<file path="src/rtl/act_ram.sv">
// Generic single-write, single-read RAM with registered read data.
// No dependencies.
module act_ram #(
  parameter int WIDTH = 8,
  parameter int DEPTH = 16
) (
  input  logic                     clk,
  input  logic                     wr_en,
  input  logic [$clog2(DEPTH)-1:0] wr_addr,
  input  logic [WIDTH-1:0]         wr_data,
  input  logic                     rd_en,
  input  logic [$clog2(DEPTH)-1:0] rd_addr,
  output logic [WIDTH-1:0]         rd_data
);

  logic [WIDTH-1:0] mem [DEPTH];

  // Write port
  always_ff @(posedge clk) begin
    if (wr_en) begin
      mem[wr_addr] <= wr_data;
    end
  end

  // Registered read port; holds when not enabled
  always_ff @(posedge clk) begin
    if (rd_en) begin
      rd_data <= mem[rd_addr];
    end
  end

endmodule

</file>
<file path="config.mk">
export PLATFORM = sky130hd
export DESIGN_NAME = act_ram
export DESIGN_NICKNAME = d
export VERILOG_FILES = /design/src/rtl/act_ram.sv
export SDC_FILE = /design/constraint.sdc
export NUM_CORES = 1
export LEC_CHECK = 0
export BUFFER_PORTS_ARGS = -buffer_cell sky130_fd_sc_hd__buf_2
export CAP_MARGIN = 5
export CORE_AREA = 2 2 111 113
export CTS_CLUSTER_SIZE = 20
export DETAILED_ROUTE_END_ITERATION = 7
export DIE_AREA = 0 0 113 115
export GPL_TIMING_DRIVEN = 0
export PLACE_DENSITY = 0.6
export RECOVER_POWER = 50
export SETUP_SLACK_MARGIN = 0.05
export SLEW_MARGIN = 20
export SYNTH_ARGS = -nofsm -noshare
export SYNTH_HDL_FRONTEND = slang
export SYNTH_SLANG_ARGS = --single-unit
</file>
<file path="constraint.sdc">
create_clock -name clk -period 1.68 [get_ports clk]
set_input_delay 0.168 -clock clk [delete_from_list [all_inputs] [get_ports clk]]
set_output_delay 0.168 -clock clk [all_outputs]
set_load 0.01 [all_outputs]
</file>
==> results of run 1 <==
[per-stage QoR]
step           instance area, µm²  utilization (%)  instances  hold WS [ns]
2_1_floorplan                5230                -        229         0.267
3_3_place_gp                 5540             46.9        401         0.506
3_5_place_dp                 5560             47.0        401         0.531
4_1_cts                      6210             52.6        433        0.0998
5_1_grt                      6200             52.5        433         0.220
6_report                     6200             52.5        433         0.204
[Yosys cell counts, types with 2 or more instances]
library cell,n
nand3b_1,2
nand2_1,9
edfxtp_1,136
nor3_1,4
mux4_2,18
nand2b_1,2
buf_6,3
clkdlybuf4s25_2,3
mux4_1,14
a22oi_1,16
buf_2,3
nor2_1,13
[worst reg2reg max path, stage by stage, from the launching register on]
cell and delay, ns:
edfxtp_1 0.34, mux4_1 0.56, a22oi_1 0.29, nand2_1 0.12
[layer usage]
metal / wire [µm] / track usage (%) / vias to the layer above
met1: 4460 / 22.8 / 1187
met3: 429 / 4.11 / 6
met5: 0 / 0 / -
met4: 127 / 6.91 / 0
met2: 4830 / 24.4 / 69
li1: - / - / 1070
[cells by family (layout without fill, tap and decap cells)]
family	Yosys count	in the layout	share of synthesized area, %
buf+inv	10	67	1.65
mux	32	32	14.8
compound gates	16	16	2.30
flops	136	136	78.1
simple gates	35	35	3.14
[final cells by class]
class	count	area (µm²)	area share, %
buffer	10	86.3	1.39
clock buffer	17	425	6.87
clock inverter	15	231	3.74
multi-input combinational	83	1070	17.3
sequential	136	4080	65.9
tap	147	184	2.97
timing repair buffer	25	113	1.82
[power by group]
part           switching, µW  internal [µW]
combinational            217            144
clock                   1300           2760
sequential              15.5           3830
[worst max-delay path by stage]
| stage | from | to | slack (ns) | cells past startpoint |
|---|---|---|---|---|
| finish | mem[5][3] | rd_data[3] | 0.11 | 3 |
| global route | mem[5][3] | rd_data[3] | 0.07 | 3 |
| CTS | mem[5][3] | rd_data[3] | 0.10 | 3 |
| detailed placement | wr_addr[2] | mem[3][0] | -0.24 | 3 |
| global placement | wr_addr[2] | mem[8][2] | -0.33 | 3 |
| floorplan | rd_addr[0] | rd_data[1] | 0.23 | 5 |
[sequential cells by signal, indices dropped and copies added (netlist names)]
signal / count
mem: 128
rd_data: 8
==> flow_summary.toml, run 1 <==
[run_status]
status = "finished with violations"
violations = "DRC"

[route]
antenna_left = 0
vias = 2332
drt_iter0_drc = 135
wl_per_cell_um = 22.7
drt_wl_total_um = 9840
via_per_inst = 5.39
dr.pass1.iters = 6
drc = 2

[worst_setup_path]
reg2reg_from = "mem[5][3]"
crit_chain = "mux4_1, a22oi_1, nand2_1"
required_ns = 1.82
cp-end-kind = "register"
reg2regPathDepth = 3
critPathKind = "reg -> reg"
r2r_setup_slack_ns = 0.11
max_stage_delay_ns = 0.56
path_buf_inv = 0
crit_fanout = 1
cp.arrival_ns = 1.72
cp_slowest_cell = "mux4_1"
r2r_end = "rd_data[3]"
crit_path_start_kind = "register"
critical-path-top-delay-family = "multiplexers"

[cells_and_area]
diodes = 0
nets = 292
layout_common_cells = "edfxtp_1 (136), buf_2 (18), mux4_2 (18)"
fillers = 923
layout-drive-gt1-share_pct = 27.3
area_delta_synth_final_pct = 18.5
final_common_cell = "edfxtp_1"

[power_and_ir_drop]
ir_drop_mv = 0.679
power_uw = 8270
power_density_mw_per_mm2 = 1330
p_leak_uw = 0.00205

[floorplanning]
ios = 27
die_area_mm2 = 0.0130
start_util_pct = 44.3
die_w_um = 113
die_h_um = 115
placementRows = 40
core_mm2 = 0.0118

[logic_synthesis]
synthDistinctLibCells = 18
syn_nets = 248
synth_edf_count = 136
synth-seq-cells = 136
syn_avg_cell_area_um2 = 22.8
synth_area_mm2 = 0.00523
synth_top_cells_by_area = "edfxtp_1 (78%), mux4_2 (7.8%), mux4_1 (7.0%)"
synth_ff_type = "edfxtp_1"
synth.top_cell.area_share_pct = 78.1
ys_seq_area_share_pct = 78.1
yosysTopAreaCell = "edfxtp_1"
async_reset_ff_share_pct = 0
syn_inst = 229
yosysWarnings = 0

[hold_path]
hold_path_end = "rd_data[3]"
min_from = "rd_en"
worstHoldPathType = "in -> reg"
whs_path_depth = 1

[clocking]
cts_buffers = 17
root_buffer = "clkbuf_16"
clock-sinks = 136
cts_tree = "yes"
cts_hold_buffers = 0
htreeDepth = 4
cts-resized-gates = 0
clockBufferDepth = 2
clk_pin_slew_ns = 0.06
worstSkewPairLatency_ns = 0.40
cts_setup_buffers = 0

[timing]
fin_crit_ns = 1.57
fin_setup_tns_ns = 0
period_share_pct = 93.5
slew_viol_final = 0
slew_headroom_pct = 19.2
timing.fmax_mhz = 636
clock_skew_ns = 0.00492
worst_pin_slew_ns = 1.20
setup_viol_count_final = 0
grt_setup_unrepaired = "false"
fin_ws_ns = 0.109
hold_viol_final = 0

[grt]
grt_max_degree = 17
antenna_found_initial = 0
grt_pass1_wl_um = 14400
grt_pass1_vias = 2337
grt_usage_pct = 16.2
overflow = 0

[placement]
gp_congestion = 0.710
port_buffers = 25
hpwlAfterDp_um = 6100
place_ws_ns = -0.239

[job]
maxCapViolations = 0
Note: power is estimated with default switching activity, not from simulation.
==> run 2, diff against run 1 <==
--- a/config.mk
+++ b/config.mk
@@ -14,6 +14,7 @@
 export GPL_TIMING_DRIVEN = 0
 export PLACE_DENSITY = 0.6
 export RECOVER_POWER = 50
+export REMOVE_ABC_BUFFERS = 1
 export SETUP_SLACK_MARGIN = 0.05
 export SLEW_MARGIN = 20
 export SYNTH_ARGS = -nofsm -noshare
==> run 2 against run 1 <==
Net effect: clock power is 17% lower; fmax hardly changed; sequential power hardly changed; flip-flop and latch count stayed put; the flow still finishes with violations (DRC); die area stayed put; core utilization is 1.4 points lower; global-route usage is 0.14 points lower; critical endpoint is now rd_data[1]; routed wire length is 4.1% lower; worst setup slack hardly changed; via count is 0.13% higher; cell count is 1.4% lower.
==> flow_summary.toml, run 2 (synthesized netlist as in run 1, its figures left out) <==
[clocking]
cts_hold_buffers = 0
clock-sinks = 136
root_buffer = "clkbuf_16"
cts_tree = "yes"
htreeDepth = 4
worstSkewPairLatency_ns = 0.41
clk_pin_slew_ns = 0.06
clockBufferDepth = 2
cts_buffers = 17
cts_setup_buffers = 0

[timing]
grt_setup_unrepaired = "false"
slew_viol_final = 0
fin_ws_ns = 0.109
worst_pin_slew_ns = 0.945
slew_headroom_pct = 36.8
period_share_pct = 93.5
timing.fmax_mhz = 637
hold_viol_final = 0
clock_skew_ns = 0.00649
fin_crit_ns = 1.57
setup_viol_count_final = 0
fin_hold_ws_ns = 0.187

[placement]
dp.cells = 395
gp_congestion = 0.705
hpwlAfterDp_um = 5750
port_buffers = 26
place_ws_ns = -0.779

[route]
wl_per_cell_um = 22.1
drt_wl_total_um = 9430
antenna_left = 0
via_per_inst = 5.47
drc = 3
vias = 2335
drt_iter0_drc = 277
dr.pass1.iters = 6

[cells_and_area]
reg.largest.list = "mem x128, rd_data x8"
fin_cells = 427
largest_register_ff_count = 128
nets = 286
layout-drive-gt1-share_pct = 25.4
layout_common_cells = "edfxtp_1 (136), mux4_2 (18), clkbuf_16 (17)"
final_util_pct = 51.1
area_delta_synth_final_pct = 15.4
regMostFlops = "mem"
final_common_cell = "edfxtp_1"
diodes = 0

[worst_setup_path]
cp-end-kind = "register"
crit_chain = "mux4_1, a22oi_1, nand2_1"
required_ns = 1.81
cp_slowest_cell = "mux4_1"
cp.arrival_ns = 1.71
critPathKind = "reg -> reg"
crit_fanout = 1
max_stage_delay_ns = 0.50
crit_path_start_kind = "register"

[power_and_ir_drop]
power_density_mw_per_mm2 = 1250
ir_drop_mv = 0.713
seq_power_share_pct = 51.0
intPower_uw = 5870
pwr-share-clk_pct = 44.6
netSwitchingPower_uw = 1670
p_leak_uw = 0.00195
power_switching_share_pct = 22.1
combPwrFrac_pct = 4.4

[floorplanning]
die_h_um = 115
start_util_pct = 44.3
core_mm2 = 0.0118
ios = 27
placementRows = 40
die_area_mm2 = 0.0130
die_w_um = 113

[grt]
overflow = 0
grt_pass1_vias = 2448
grt_max_degree = 33
grt_pass1_wl_um = 14500
grt_usage_pct = 16.1
antenna_found_initial = 0

[hold_path]
worstHoldPathType = "in -> reg"

[run_status]
status = "finished with violations"
violations = "DRC"

[job]
maxCapViolations = 0
run 2: routing by layer:
metal | up-vias | global-route usage, % | share of wire [%]
met1 | 1200 | 22.5 | 44
met5 | - | 0 | 0
li1 | 1059 | - | -
met3 | 11 | 5.85 | 6.9
met2 | 65 | 23.7 | 48
met4 | 0 | 5.69 | 1.3
run 2: stage by stage:
step	cell area, µm²	setup TNS [ns]	total power, µW
2_1_floorplan	5140	0	4070
3_3_place_gp	5460	-25.93	4240
3_5_place_dp	5500	-11.28	4250
4_1_cts	6050	0	7600
5_1_grt	6030	0	7790
6_report	6030	0	7530
run 2: layout make-up:
cell class                      instances  area, µm²
Clock inverter                         15        119
Fill cell                             960       5780
Timing Repair Buffer                   29        149
Clock buffer                           17        425
Tap cell                              147        184
Multi-Input combinational cell         83       1070
Sequential cell                       136       4080
run 2: power groups by stage:
| stage | registers (µW) | logic (µW) | clock network, µW |
|---|---|---|---|
| floorplan | 3920 | 152 | 0 |
| global placement | 3910 | 331 | 0 |
| detailed placement | 3910 | 342 | 0 |
| CTS | 3840 | 344 | 3420 |
| global route | 3840 | 364 | 3590 |
| finish | 3840 | 333 | 3360 |
run 2: worst paths after layout:
check             startpoint         end  cells after the start  slack, ns
hold / removal         rd_en  rd_data[3]                      1       0.19
hold reg to reg    mem[6][4]  rd_data[4]                      3       0.75
setup / recovery   mem[1][1]  rd_data[1]                      3       0.11
setup reg to reg   mem[1][1]  rd_data[1]                      3       0.11
run 2: timing repair:
item,in CTS,in global routing
pin swaps,0,0
endpoints found under the setup margin,8,1
gates cloned,0,0
gates resized for setup,2,1
run 2: worst max-delay path, delay by kind of cell, from the launching register on:
kind / cells / cell delay, ns
AOI/OAI and AO/OA: 1 / 0.28
and+or+nand+nor: 1 / 0.15
muxes: 1 / 0.50
DFF: 1 / 0.37
