==> src/rtl/act_pkg.sv <==
// Package for the delayed-ACK coalescing table: table size, event and reason
// codes, beat payload types and the per-connection entry record.
// No dependencies; the core, act_update and the bench import it.
package act_pkg;

  // Table geometry
  localparam int NumConn = 256;
  localparam int IdxW    = $clog2(NumConn);

  // Event codes carried in the action field
  localparam logic [1:0] ACT_CREATE    = 2'd0;
  localparam logic [1:0] ACT_RECEIVE   = 2'd1;
  localparam logic [1:0] ACT_PIGGYBACK = 2'd2;
  localparam logic [1:0] ACT_EXPIRY    = 2'd3;

  // Reasons for an emitted ACK
  localparam logic [1:0] RSN_NONE    = 2'd0;
  localparam logic [1:0] RSN_IMM     = 2'd1;
  localparam logic [1:0] RSN_COUNT   = 2'd2;
  localparam logic [1:0] RSN_TIMEOUT = 2'd3;

  // Error codes
  localparam logic [1:0] ERR_OK      = 2'd0;
  localparam logic [1:0] ERR_DUP     = 2'd1;
  localparam logic [1:0] ERR_MISSING = 2'd2;

  // ACK kinds
  localparam logic KIND_ACK  = 1'b0;
  localparam logic KIND_EACK = 1'b1;

  // Configuration register indexes
  localparam logic CFG_IGNORE_AR = 1'b0;
  localparam logic CFG_EACK_HOLE = 1'b1;

  typedef struct packed {
    logic [1:0]  action;
    logic [7:0]  conn_id;
    logic [31:0] now;
    logic [2:0]  rx_increment;
    logic        immediate_ack;
    logic [7:0]  implicit_acked;
    logic [1:0]  oow_flags;
    logic [1:0]  ack_bitmaps_nonempty;
    logic [1:0]  rx_bitmap_status;
    logic [7:0]  count_threshold;
    logic [19:0] timeout_ticks;
  } act_in_t;

  typedef struct packed {
    logic        send_ack;
    logic        ack_kind;
    logic [1:0]  ack_reason;
    logic        start_timer;
    logic [31:0] timer_deadline;
    logic        clear_oow;
    logic        clear_implicit;
    logic [15:0] counter_after;
    logic [1:0]  error;
  } act_out_t;

  // One connection's stored record
  typedef struct packed {
    logic [15:0] pending_count;
    logic [7:0]  count_limit;
    logic [19:0] timeout_length;
    logic        timer_running;
    logic [31:0] timer_start;
  } act_entry_t;

  typedef struct packed {
    logic ignore_ar_on_oow;
    logic eack_on_rx_hole;
  } act_cfg_t;

  // Table update produced for one event
  typedef struct packed {
    logic       wr_en;
    logic       set_valid;
    act_entry_t entry;
  } act_upd_t;

endpackage

==> src/rtl/act_update.sv <==
// Per-event decision logic: turns one event and its connection record into
// the result beat and the record update. Depends on act_pkg.
module act_update
  import act_pkg::*;
(
  input  act_in_t    item,
  input  act_entry_t entry,
  input  logic       entry_valid,
  input  act_cfg_t   cfg,
  output act_out_t   res,
  output act_upd_t   upd
);

  logic        in_range;
  logic [16:0] rx_sum;
  logic [15:0] rx_count;
  logic [15:0] limit2;
  logic        rx_trig;
  logic        eack;
  logic        ar_eff;
  logic [15:0] dec;
  logic [15:0] pb_count;
  logic        expiry_hit;
  logic [31:0] elapsed;
  logic        do_ack;
  logic [1:0]  ack_rsn;

  // Range check of the connection index
  assign in_range = ({24'd0, item.conn_id} < 32'(NumConn));

  // Receive: saturating add and threshold at twice the limit
  assign rx_sum   = {1'b0, entry.pending_count} + 17'(item.rx_increment);
  assign rx_count = rx_sum[16] ? 16'hFFFF : rx_sum[15:0];
  assign limit2   = {7'd0, entry.count_limit, 1'b0};

  // ACK typing from bitmaps and drop flags
  assign rx_trig = cfg.eack_on_rx_hole ? item.rx_bitmap_status[1] : item.rx_bitmap_status[0];
  assign eack    = (item.ack_bitmaps_nonempty != 2'd0) || rx_trig || (item.oow_flags != 2'd0);
  assign ar_eff  = item.immediate_ack && !(cfg.ignore_ar_on_oow && (item.oow_flags != 2'd0));

  // Piggyback: subtract twice the implicit count, floor at zero
  assign dec      = {7'd0, item.implicit_acked, 1'b0};
  assign pb_count = (entry.pending_count >= dec) ? (entry.pending_count - dec) : 16'd0;

  // Expiry: live timer, exact deadline and pending ACKs
  assign elapsed    = item.now - entry.timer_start;
  assign expiry_hit = entry.timer_running && (elapsed == 32'(entry.timeout_length))
                      && (entry.pending_count != 16'd0);

  always_comb begin
    res           = '0;
    upd.wr_en     = 1'b0;
    upd.set_valid = 1'b0;
    upd.entry     = entry;
    do_ack        = 1'b0;
    ack_rsn       = RSN_NONE;

    priority if (!in_range) begin
      res.error = ERR_MISSING;
    end else if (item.action == ACT_CREATE) begin
      if (entry_valid) begin
        res.error         = ERR_DUP;
        res.counter_after = entry.pending_count;
      end else begin
        upd.wr_en                = 1'b1;
        upd.set_valid            = 1'b1;
        upd.entry.pending_count  = 16'd0;
        upd.entry.count_limit    = item.count_threshold;
        upd.entry.timeout_length = item.timeout_ticks;
        upd.entry.timer_running  = 1'b0;
        upd.entry.timer_start    = 32'd0;
      end
    end else if (!entry_valid) begin
      res.error = ERR_MISSING;
    end else begin
      upd.wr_en = 1'b1;
      unique case (item.action)
        ACT_CREATE: begin
          // handled above
        end
        ACT_RECEIVE: begin
          upd.entry.pending_count = rx_count;
          priority if (ar_eff) begin
            do_ack  = 1'b1;
            ack_rsn = RSN_IMM;
          end else if (rx_count >= limit2) begin
            do_ack  = 1'b1;
            ack_rsn = RSN_COUNT;
          end else if (!entry.timer_running) begin
            upd.entry.timer_running = 1'b1;
            upd.entry.timer_start   = item.now;
            res.start_timer         = 1'b1;
            res.timer_deadline      = item.now + 32'(entry.timeout_length);
          end
        end
        ACT_PIGGYBACK: begin
          if (item.oow_flags == 2'd0) begin
            upd.entry.pending_count = pb_count;
            res.clear_implicit      = 1'b1;
          end
          if (upd.entry.pending_count == 16'd0) begin
            upd.entry.timer_running = 1'b0;
          end
        end
        ACT_EXPIRY: begin
          if (expiry_hit) begin
            do_ack  = 1'b1;
            ack_rsn = RSN_TIMEOUT;
          end
        end
        default: begin
        end
      endcase

      // Emit the ACK: clear counter and timer
      if (do_ack) begin
        upd.entry.pending_count = 16'd0;
        upd.entry.timer_running = 1'b0;
        res.send_ack            = 1'b1;
        res.ack_kind            = eack ? KIND_EACK : KIND_ACK;
        res.ack_reason          = ack_rsn;
        res.clear_oow           = eack;
        res.clear_implicit      = 1'b1;
      end
      res.counter_after = upd.entry.pending_count;
    end
  end

endmodule

==> config.mk <==
export PLATFORM = sky130hd
export DESIGN_NAME = act_update
export DESIGN_NICKNAME = d
export VERILOG_FILES = /design/src/rtl/act_pkg.sv /design/src/rtl/act_update.sv
export SDC_FILE = /design/constraint.sdc
export NUM_CORES = 1
export LEC_CHECK = 0
export ABC_CLOCK_PERIOD_IN_PS = 5950
export BUFFER_PORTS_ARGS = -buffer_cell sky130_fd_sc_hd__buf_2
export CAP_MARGIN = 20
export CORE_ASPECT_RATIO = 1.75
export CORE_UTILIZATION = 33
export DETAILED_ROUTE_END_ITERATION = 10
export SYNTH_ARGS = -nofsm -noshare
export SYNTH_HDL_FRONTEND = slang
export SYNTH_SLANG_ARGS = --single-unit
==> constraint.sdc <==
create_clock -name vclk -period 5.95
set_input_delay 0.2975 -clock vclk [all_inputs]
set_output_delay 0.2975 -clock vclk [all_outputs]
set_load 0.05 [all_outputs]
==> results of run 1 <==
## critical path, stage by stage
cell and delay (ps):
buf_2 170, ha_1 240, fa_1 410, a21o_1 260, nand3_1 120, or3_1 240, nand2_1 130, ha_1 310
a21o_1 180, a211o_1 310, nor3_1 190, o31a_1 160, nor3_1 80, nor4_1 320, buf_4 180, a21boi_0 100
buf_4 210, or4b_2 690, o211ai_1 120, buf_2 290
## power groups by stage
stage | Combinational, µW | Clock [µW] | Sequential [µW]
final | 985 | 0 | 0
after CTS | 978 | 0 | 0
after global placement | 969 | 0 | 0
after global routing | 1060 | 0 | 0
after floorplan | 691 | 0 | 0
after detailed placement | 973 | 0 | 0
## worst paths after layout
path                  startpoint      end  cells past startpoint
worst max-delay path   entry[61]  upd[74]                     20
worst min-delay path    item[21]  upd[54]                      4
## cells in the mapped netlist, drive strengths merged, types with 6 or more instances
cell type,count,area share [%]
o21ai,105,7.5
nand2,104,5.5
nor2,95,5.1
inv,83,4.4
ha,77,14
a21oi,58,4.1
nand3,46,3.3
xnor2,46,5.7
clkbuf,44,2.3
nor3,42,3.0
mux2,31,5.0
nand4,29,2.7
xor2,29,3.6
mux2i,26,3.7
and3,21,1.9
a21o,18,1.9
o211ai,18,1.9
nor4,15,1.3
a211oi,14,1.6
a31oi,14,1.2
or3,13,1.2
buf,12,1.0
o21a,12,1.3
o22ai,10,0.89
a21boi,9,0.96
nand2b,8,0.71
nor2b,8,0.71
o31ai,8,1.0
a2111oi,6,0.92
a22oi,6,0.64
and2,6,0.53
and4,6,0.75
or2,6,0.53
## logic make-up after synthesis
| logic type | count (synthesis) |
|---|---|
| and+or+nand+nor | 416 |
| AOI/OAI and AO/OA | 325 |
| buffers and inverters | 141 |
| adders and majority gates | 81 |
| xor gates and xnor gates | 75 |
| muxes | 57 |
## area by class of cell
type,instances,area share [%]
Tap cell,252,3.59
Timing Repair Buffer,317,18.7
Inverter,85,3.63
Multi-Input combinational cell,954,74.1
## metal layers
layer	vias up	global-route usage [%]	routed length, µm
met2	432	57.0	17500
met3	119	1.49	1440
li1	4562	-	-
met4	0	14.4	1800
met1	4288	27.6	11000
met5	-	0	0
## layout by cell type (no fill, tap or decap), drive strengths merged, types with 13 or more instances in the layout
master / Yosys / final
ha: 77 / 77
o211ai: 18 / 18
a211oi: 14 / 14
mux2i: 26 / 26
and3: 21 / 21
a31oi: 14 / 14
xnor2: 46 / 46
nand4: 29 / 29
nor2: 95 / 95
buf: 12 / 317
o21ai: 105 / 105
nand3: 46 / 46
nor3: 42 / 42
nor4: 15 / 15
a21oi: 58 / 58
inv: 83 / 83
a21o: 18 / 18
nand2: 104 / 104
mux2: 31 / 31
xor2: 29 / 29
or3: 13 / 13
## stage by stage
step                power (µW)  setup WS [ps]  cells
floorplan                  691            318   1095
global placement           969            732   1608
detailed placement         973            639   1608
CTS                        978            622   1608
global route              1060            415   1608
finish                     985            615   1608
==> results.json, run 1 <==
{
  "die_area_mm2": 0.0220,
  "drv_slew": 0,
  "detail_route.iter0.violations": 471,
  "nets": 1607,
  "row_count": 70,
  "period_share_pct": 89.7,
  "cellInternalPower_uw": 326,
  "drt-wirelength-per-cell_um": 19.7,
  "postSynthCellCount": 1095,
  "layout-area-overhead-vs-synth_pct": 24.5,
  "wirelength_mm": 31.7,
  "final_util_pct": 41.9,
  "synth_seq_area_share_pct": 0,
  "num_io_pins": 304,
  "xor_xnor_share_of_the_synthesized_area_pct": 9.32,
  "grt_max_degree": 33,
  "clock_power_share_pct": 0,
  "gp_congestion": 0.971,
  "n_sequential_cell": 0,
  "syn_nets": 1344,
  "setup.worst_path.class": "in -> out",
  "fp.dieW_um": 112,
  "chipHeight_um": 195,
  "vias": 9401,
  "io_buffers": 296,
  "maxCapViolCount": 0,
  "max_freq_mhz": 187,
  "multi_input_area_mm2": 0.00650,
  "regArea_um2": 0,
  "n_fill_cell": 2311,
  "detail_route.drc_violations": 0,
  "number_of_global_route_vias_before_repair": 9187,
  "setup_violations": 0,
  "cts_hold_repair.buffers": 0,
  "required_ps": 5650,
  "placement.cell_area_mm2": 0.00878,
  "fin_worst_hold_slack_ps": 1000,
  "firstDrtPassIters": 5,
  "syn_avg_cell_area_um2": 6.44,
  "synth-compound-area-share_pct": 30.3,
  "synth_top_family_by_area": "compound AO/OA/AOI/OAI gates",
  "p_comb_share_pct": 100.0,
  "grt_usage_pct": 27.9,
  "status": "completed",
  "dp_hpwl_mm": 26.9,
  "worstSetupStartpointType": "input pin",
  "critical_path_peak_fanout": 11,
  "worst_slew_margin_rel_pct": 35.0,
  "postLayoutCellArea_mm2": 0.00878,
  "share_of_synthesized_area_spent_on_multiplexers_pct": 8.64,
  "cts_post_setup_buffers_inserted": 0,
  "fin_crit_ps": 5340,
  "timing_hold_violations_final": 0,
  "grt_antenna_before_repair": 0,
  "number_of_gates_given_a_new_drive_strength_after_cts": 0,
  "max-vdd-ir-drop_uv": 54.1,
  "layout.clock_buffers": 0,
  "number_of_library_cell_types_mapped_by_synthesis": 74,
  "max_slew.worst_pin.slew_ps": 972,
  "power.leakage_uw": 0.00436,
  "power.density_cell_area_mw_per_mm2": 112,
  "n_antenna_cell": 0,
  "initial_utilization_pct": 33.7,
  "ant_nets": 0,
  "grt_pass1_wl_mm": 48.5,
  "proportion_of_power_drawn_by_flip_flops_and_latches_pct": 0,
  "syn-cell-area_mm2": 0.00705,
  "drive_above_1_share_pct": 27.4,
  "end_kind": "primary output",
  "cp_data_arrival_time_ps": 5040,
  "synth_simple_gate_area_share_pct": 29.1,
  "power.net_switching_uw": 659,
  "holdCritPathClass": "in -> out",
  "setup-tns-final_ps": 0,
  "post_synth_fa_ha_maj_area_fraction_pct": 14.8,
  "swShare_pct": 66.9,
  "setup_repair_after_global_routing_missed_its_margin": "no",
  "vias_per_cell": 5.85,
  "core_region_area_mm2": 0.0209,
  "synthesis.yosys.warnings": 0,
  "grt_remaining_overflow": 0
}
No activity file was read; power rests on OpenSTA's default activity.
==> inputs of run 2 (changes only) <==
ABC_CLOCK_PERIOD_IN_PS = 5200   (was 5950)
clock period = 5.2 ns   (was 5.95 ns; I/O delays follow)
==> results.json, run 2 (synthesis results as in run 1) <==
{
  "ant_nets": 0,
  "max_slew.worst_pin.slew_ps": 978,
  "fin_crit_ps": 4940,
  "io_buffers": 296,
  "worstSetupStartpointType": "input pin",
  "n_sequential_cell": 0,
  "proportion_of_power_drawn_by_flip_flops_and_latches_pct": 0,
  "fin_cells": 1617,
  "grt_pass1_wl_mm": 47.6,
  "max_freq_mhz": 202,
  "detail_route.drc_violations": 0,
  "setup_violations": 0,
  "power.density_cell_area_mw_per_mm2": 128,
  "num_io_pins": 304,
  "nets": 1615,
  "setup.worst_path.class": "in -> out",
  "initial_utilization_pct": 33.7,
  "grt_remaining_overflow": 0,
  "regArea_um2": 0,
  "core_region_area_mm2": 0.0209,
  "swShare_pct": 65.7,
  "drive_above_1_share_pct": 28.2,
  "wirelength_mm": 31.2,
  "die_area_mm2": 0.0220,
  "layout-area-overhead-vs-synth_pct": 27.8,
  "period_share_pct": 95.0,
  "power.leakage_uw": 0.00445,
  "clock_power_share_pct": 0,
  "n_fill_cell": 2277,
  "p_comb_share_pct": 100.0,
  "firstDrtPassIters": 6,
  "multi_input_area_mm2": 0.00653,
  "maxCapViolCount": 0,
  "row_count": 70,
  "vias_per_cell": 5.77,
  "end_kind": "primary output",
  "power.total_uw": 1150,
  "number_of_global_route_vias_before_repair": 9336,
  "required_ps": 4940,
  "grt_usage_pct": 27.3,
  "vias": 9333,
  "grt_max_degree": 47,
  "cts_post_setup_buffers_inserted": 0,
  "layout.clock_buffers": 0,
  "critical_path_peak_fanout": 4,
  "grt_antenna_before_repair": 1,
  "dp.cells": 1616,
  "status": "completed",
  "max-vdd-ir-drop_uv": 68.5,
  "setup_repair_after_global_routing_missed_its_margin": "no",
  "cp_data_arrival_time_ps": 4680,
  "final_common_cell": "buf_2",
  "drt-wirelength-per-cell_um": 19.3,
  "gp_congestion": 0.982,
  "dp_hpwl_mm": 26.8,
  "holdCritPathClass": "in -> out",
  "power.net_switching_uw": 755,
  "worst_slew_margin_rel_pct": 34.6,
  "layout_common_cells": "buf_2 (284), nand2_1 (104), nor2_1 (93)",
  "fp.dieW_um": 112,
  "chipHeight_um": 195,
  "drv_slew": 0,
  "detail_route.iter0.violations": 352,
  "cellInternalPower_uw": 394,
  "timing_hold_violations_final": 0
}
==> run 2: changes by cell type in the layout (fill, tap and decap cells not counted), moves of 3 or more <==
cell / before / now
buf_12: 0 / 9
buf_2: 296 / 284
buf_4: 21 / 27
clkbuf_4: 0 / 5
nor3_1: 42 / 39
nor3_2: 0 / 3
o21ai_0: 84 / 68
o21ai_1: 21 / 37
==> run 2: per-layer routing <==
metal,part of all wire (%),GRT usage [%],wire [µm],up-vias
li1,-,-,-,4583
met1,35,26.0,10800,4284
met2,55,56.5,17200,359
met3,3.8,1.12,1170,107
met4,6.3,15.4,1980,0
met5,0,0,0,-
==> run 2: metrics by stage <==
stage	setup WS [ps]	instance area [µm²]	hold WS (ps)	setup TNS, ps	util [%]
3_3_place_gp	-16.5	8990	918	-43.2	42.9
3_5_place_dp	-79.8	8990	923	-948	42.9
5_1_grt	83.0	9010	938	0	43.1
4_1_cts	118	8990	924	0	42.9
6_report	259	9010	924	0	43.1
2_1_floorplan	-74.2	7070	793	-341	-
==> run 2: layout make-up <==
cell class	count	share of cell area, %
Multi-Input combinational cell	954	72.5
Timing Repair Buffer	325	20.4
Inverter	85	3.54
Tap cell	252	3.50
Antenna cell	1	0.0278
==> run 2: what timing repair did <==
| action | in CTS | in global routing |
|---|---|---|
| resized for setup | 1 | 7 |
| hold buffers | 0 | 0 |
| endpoints found under the setup margin | 16 | 36 |
| hold endpoints to repair | 0 | 0 |
==> run 2: path summary, 6_finish.rpt <==
check / startpoint / to / slack [ps] / cells past startpoint
worst min-delay path: item[21] / upd[54] / 920 / 4
worst max-delay path: entry[61] / upd[74] / 260 / 18
==> run 2: power groups by stage <==
stage	clock, µW	combinational (µW)	sequential, µW
finish	0.0000257	1150	0
global route	0.0000257	1240	0
CTS	0	1140	0
detailed placement	0	1140	0
global placement	0	1130	0
floorplan	0	794	0
==> run 2: critical path, cell delays in order <==
cell	delay, ps
buf_2	140
ha_1	220
fa_1	420
a21o_1	280
nand2_1	130
nor2_1	80
o21ai_0	400
ha_1	340
a211o_1	290
nor3_1	200
o31a_1	180
nor3_2	80
nor4_1	310
buf_4	170
a21boi_1	110
or4b_2	680
o211ai_1	110
buf_2	290
==> inputs of run 3 (changes only) <==
ABC_CLOCK_PERIOD_IN_PS = 5700   (was 5200)
clock period = 5.7 ns   (was 5.2 ns; I/O delays follow)
==> results.json, run 3 (synthesis results as in run 1) <==
{
  "status": "completed",
  "holdCritStartpoint": "item[22]",
  "row_count": 70,
  "grt_antenna_before_repair": 0,
  "worst_slew_margin_rel_pct": 35.6,
  "finalWorstSetupSlack_ps": 410,
  "detail_route.iter0.violations": 420,
  "firstDrtPassIters": 5,
  "placement.cell_area_mm2": 0.00890,
  "setup-tns-final_ps": 0,
  "wirelength_mm": 31.7,
  "io_buffers": 296,
  "layout.clock_buffers": 0,
  "number_of_global_route_vias_before_repair": 9255,
  "postLayoutCellArea_mm2": 0.00890,
  "setup.worst_path.class": "in -> out",
  "post-place-ws_ps": 393,
  "core_region_area_mm2": 0.0209,
  "max-vdd-ir-drop_uv": 77.2,
  "worstSetupStartpointType": "input pin",
  "power.leakage_uw": 0.00441,
  "cts_hold_repair.buffers": 0,
  "final_common_cell": "buf_2",
  "cp_data_arrival_time_ps": 5010,
  "fin_cells": 1609,
  "die_area_mm2": 0.0220,
  "fin_worst_hold_slack_ps": 974,
  "drt-wirelength-per-cell_um": 19.7,
  "max_freq_mhz": 189,
  "ant_nets": 0,
  "timing.critical_path.cells": "buf_2, ha_1, fa_1, a21o_1, nand3_1, or3_1, nand2_1, ha_1, a21o_1, a211o_1, nor3_1, o31a_1, nor3_1, nor4_1, buf_4, and3_1, nand4_1, buf_4, inv_1, o311a_1, buf_2",
  "cts_post_setup_buffers_inserted": 0,
  "n_sequential_cell": 0,
  "power.density_cell_area_mw_per_mm2": 117,
  "multi_input_area_mm2": 0.00650,
  "regArea_um2": 0,
  "setup_violations": 0,
  "period_share_pct": 92.8,
  "dp.cells": 1609,
  "drive_above_1_share_pct": 27.4,
  "layout-area-overhead-vs-synth_pct": 26.3,
  "vias_per_cell": 5.83,
  "vias": 9373,
  "num_io_pins": 304,
  "min_to": "upd[55]",
  "max_slew.worst_pin.slew_ps": 962,
  "cp_top_family": "simple AND/OR/NAND/NOR gates",
  "crit_slowest_cell": "fa_1",
  "worst_hold_path.num_cells": 4,
  "gp_congestion": 0.960,
  "grt_usage_pct": 27.5,
  "crit_buf_inv": 5,
  "end_kind": "primary output",
  "n_fill_cell": 2303,
  "grt_pass1_wl_mm": 47.7,
  "dp_hpwl_mm": 27.1,
  "fp.dieW_um": 112,
  "critical_path_peak_fanout": 15,
  "initial_utilization_pct": 33.7,
  "required_ps": 5410,
  "grt_max_degree": 29,
  "detail_route.drc_violations": 0,
  "fin_crit_ps": 5290,
  "chipHeight_um": 195,
  "holdCritPathClass": "in -> out",
  "layout_common_cells": "buf_2 (289), nand2_1 (104), nor2_1 (93)",
  "timing_hold_violations_final": 0,
  "maxCapViolCount": 0,
  "drv_slew": 0,
  "setup_repair_after_global_routing_missed_its_margin": "no",
  "number_of_gates_given_a_new_drive_strength_after_cts": 0,
  "n_antenna_cell": 0,
  "crit_path_max_incr_delay_ps": 410,
  "nets": 1608,
  "grt_remaining_overflow": 0
}
run 3: cell types whose count changed in the layout (fill, tap and decap cells not counted), moves of 3 or more:
cell	before	now
nor3_1	39	42
buf_4	27	21
o21ai_0	68	84
buf_2	284	289
nor3_2	3	0
o21ai_1	37	21
clkbuf_4	5	0
run 3: power by group:
part | internal (µW) | switching, µW
registers | 0 | 0
logic | 353 | 691
clock network | 0 | 0
run 3: tightest hold or removal path, cell delays in order:
cell     delay, ps
buf_2          100
nand2_1         40
o21ai_0         60
buf_2          210
run 3: through the flow:
step	utilization (%)	power, µW
2_1_floorplan	-	722
3_3_place_gp	42.5	1030
3_5_place_dp	42.5	1030
4_1_cts	42.5	1040
5_1_grt	42.5	1120
6_report	42.5	1040
run 3: final cells by class:
cell class / instances / area share [%]
inverter: 85 / 3.58
tap: 252 / 3.54
multi-input combinational: 954 / 73.1
timing repair buffer: 318 / 19.8
run 3: worst max-delay path by stage:
stage              start      end  slack (ps)  cells after the start
6_report       entry[61]  res[34]         410                     21
5_1_grt        entry[61]  res[34]         140                     21
4_1_cts        entry[61]  res[34]         380                     21
3_5_place_dp   entry[61]  res[34]         390                     21
3_3_place_gp   entry[61]  res[34]         520                     21
2_1_floorplan   item[43]  res[55]          90                     19
run 3: layer usage:
metal	part of all wire [%]	global-route usage, %	routed length (µm)	up-vias
met5	0	0	0	-
met4	6.5	16.0	2070	0
met3	4.5	1.68	1440	131
met2	55	57.2	17600	395
met1	33	25.6	10600	4270
li1	-	-	-	4577
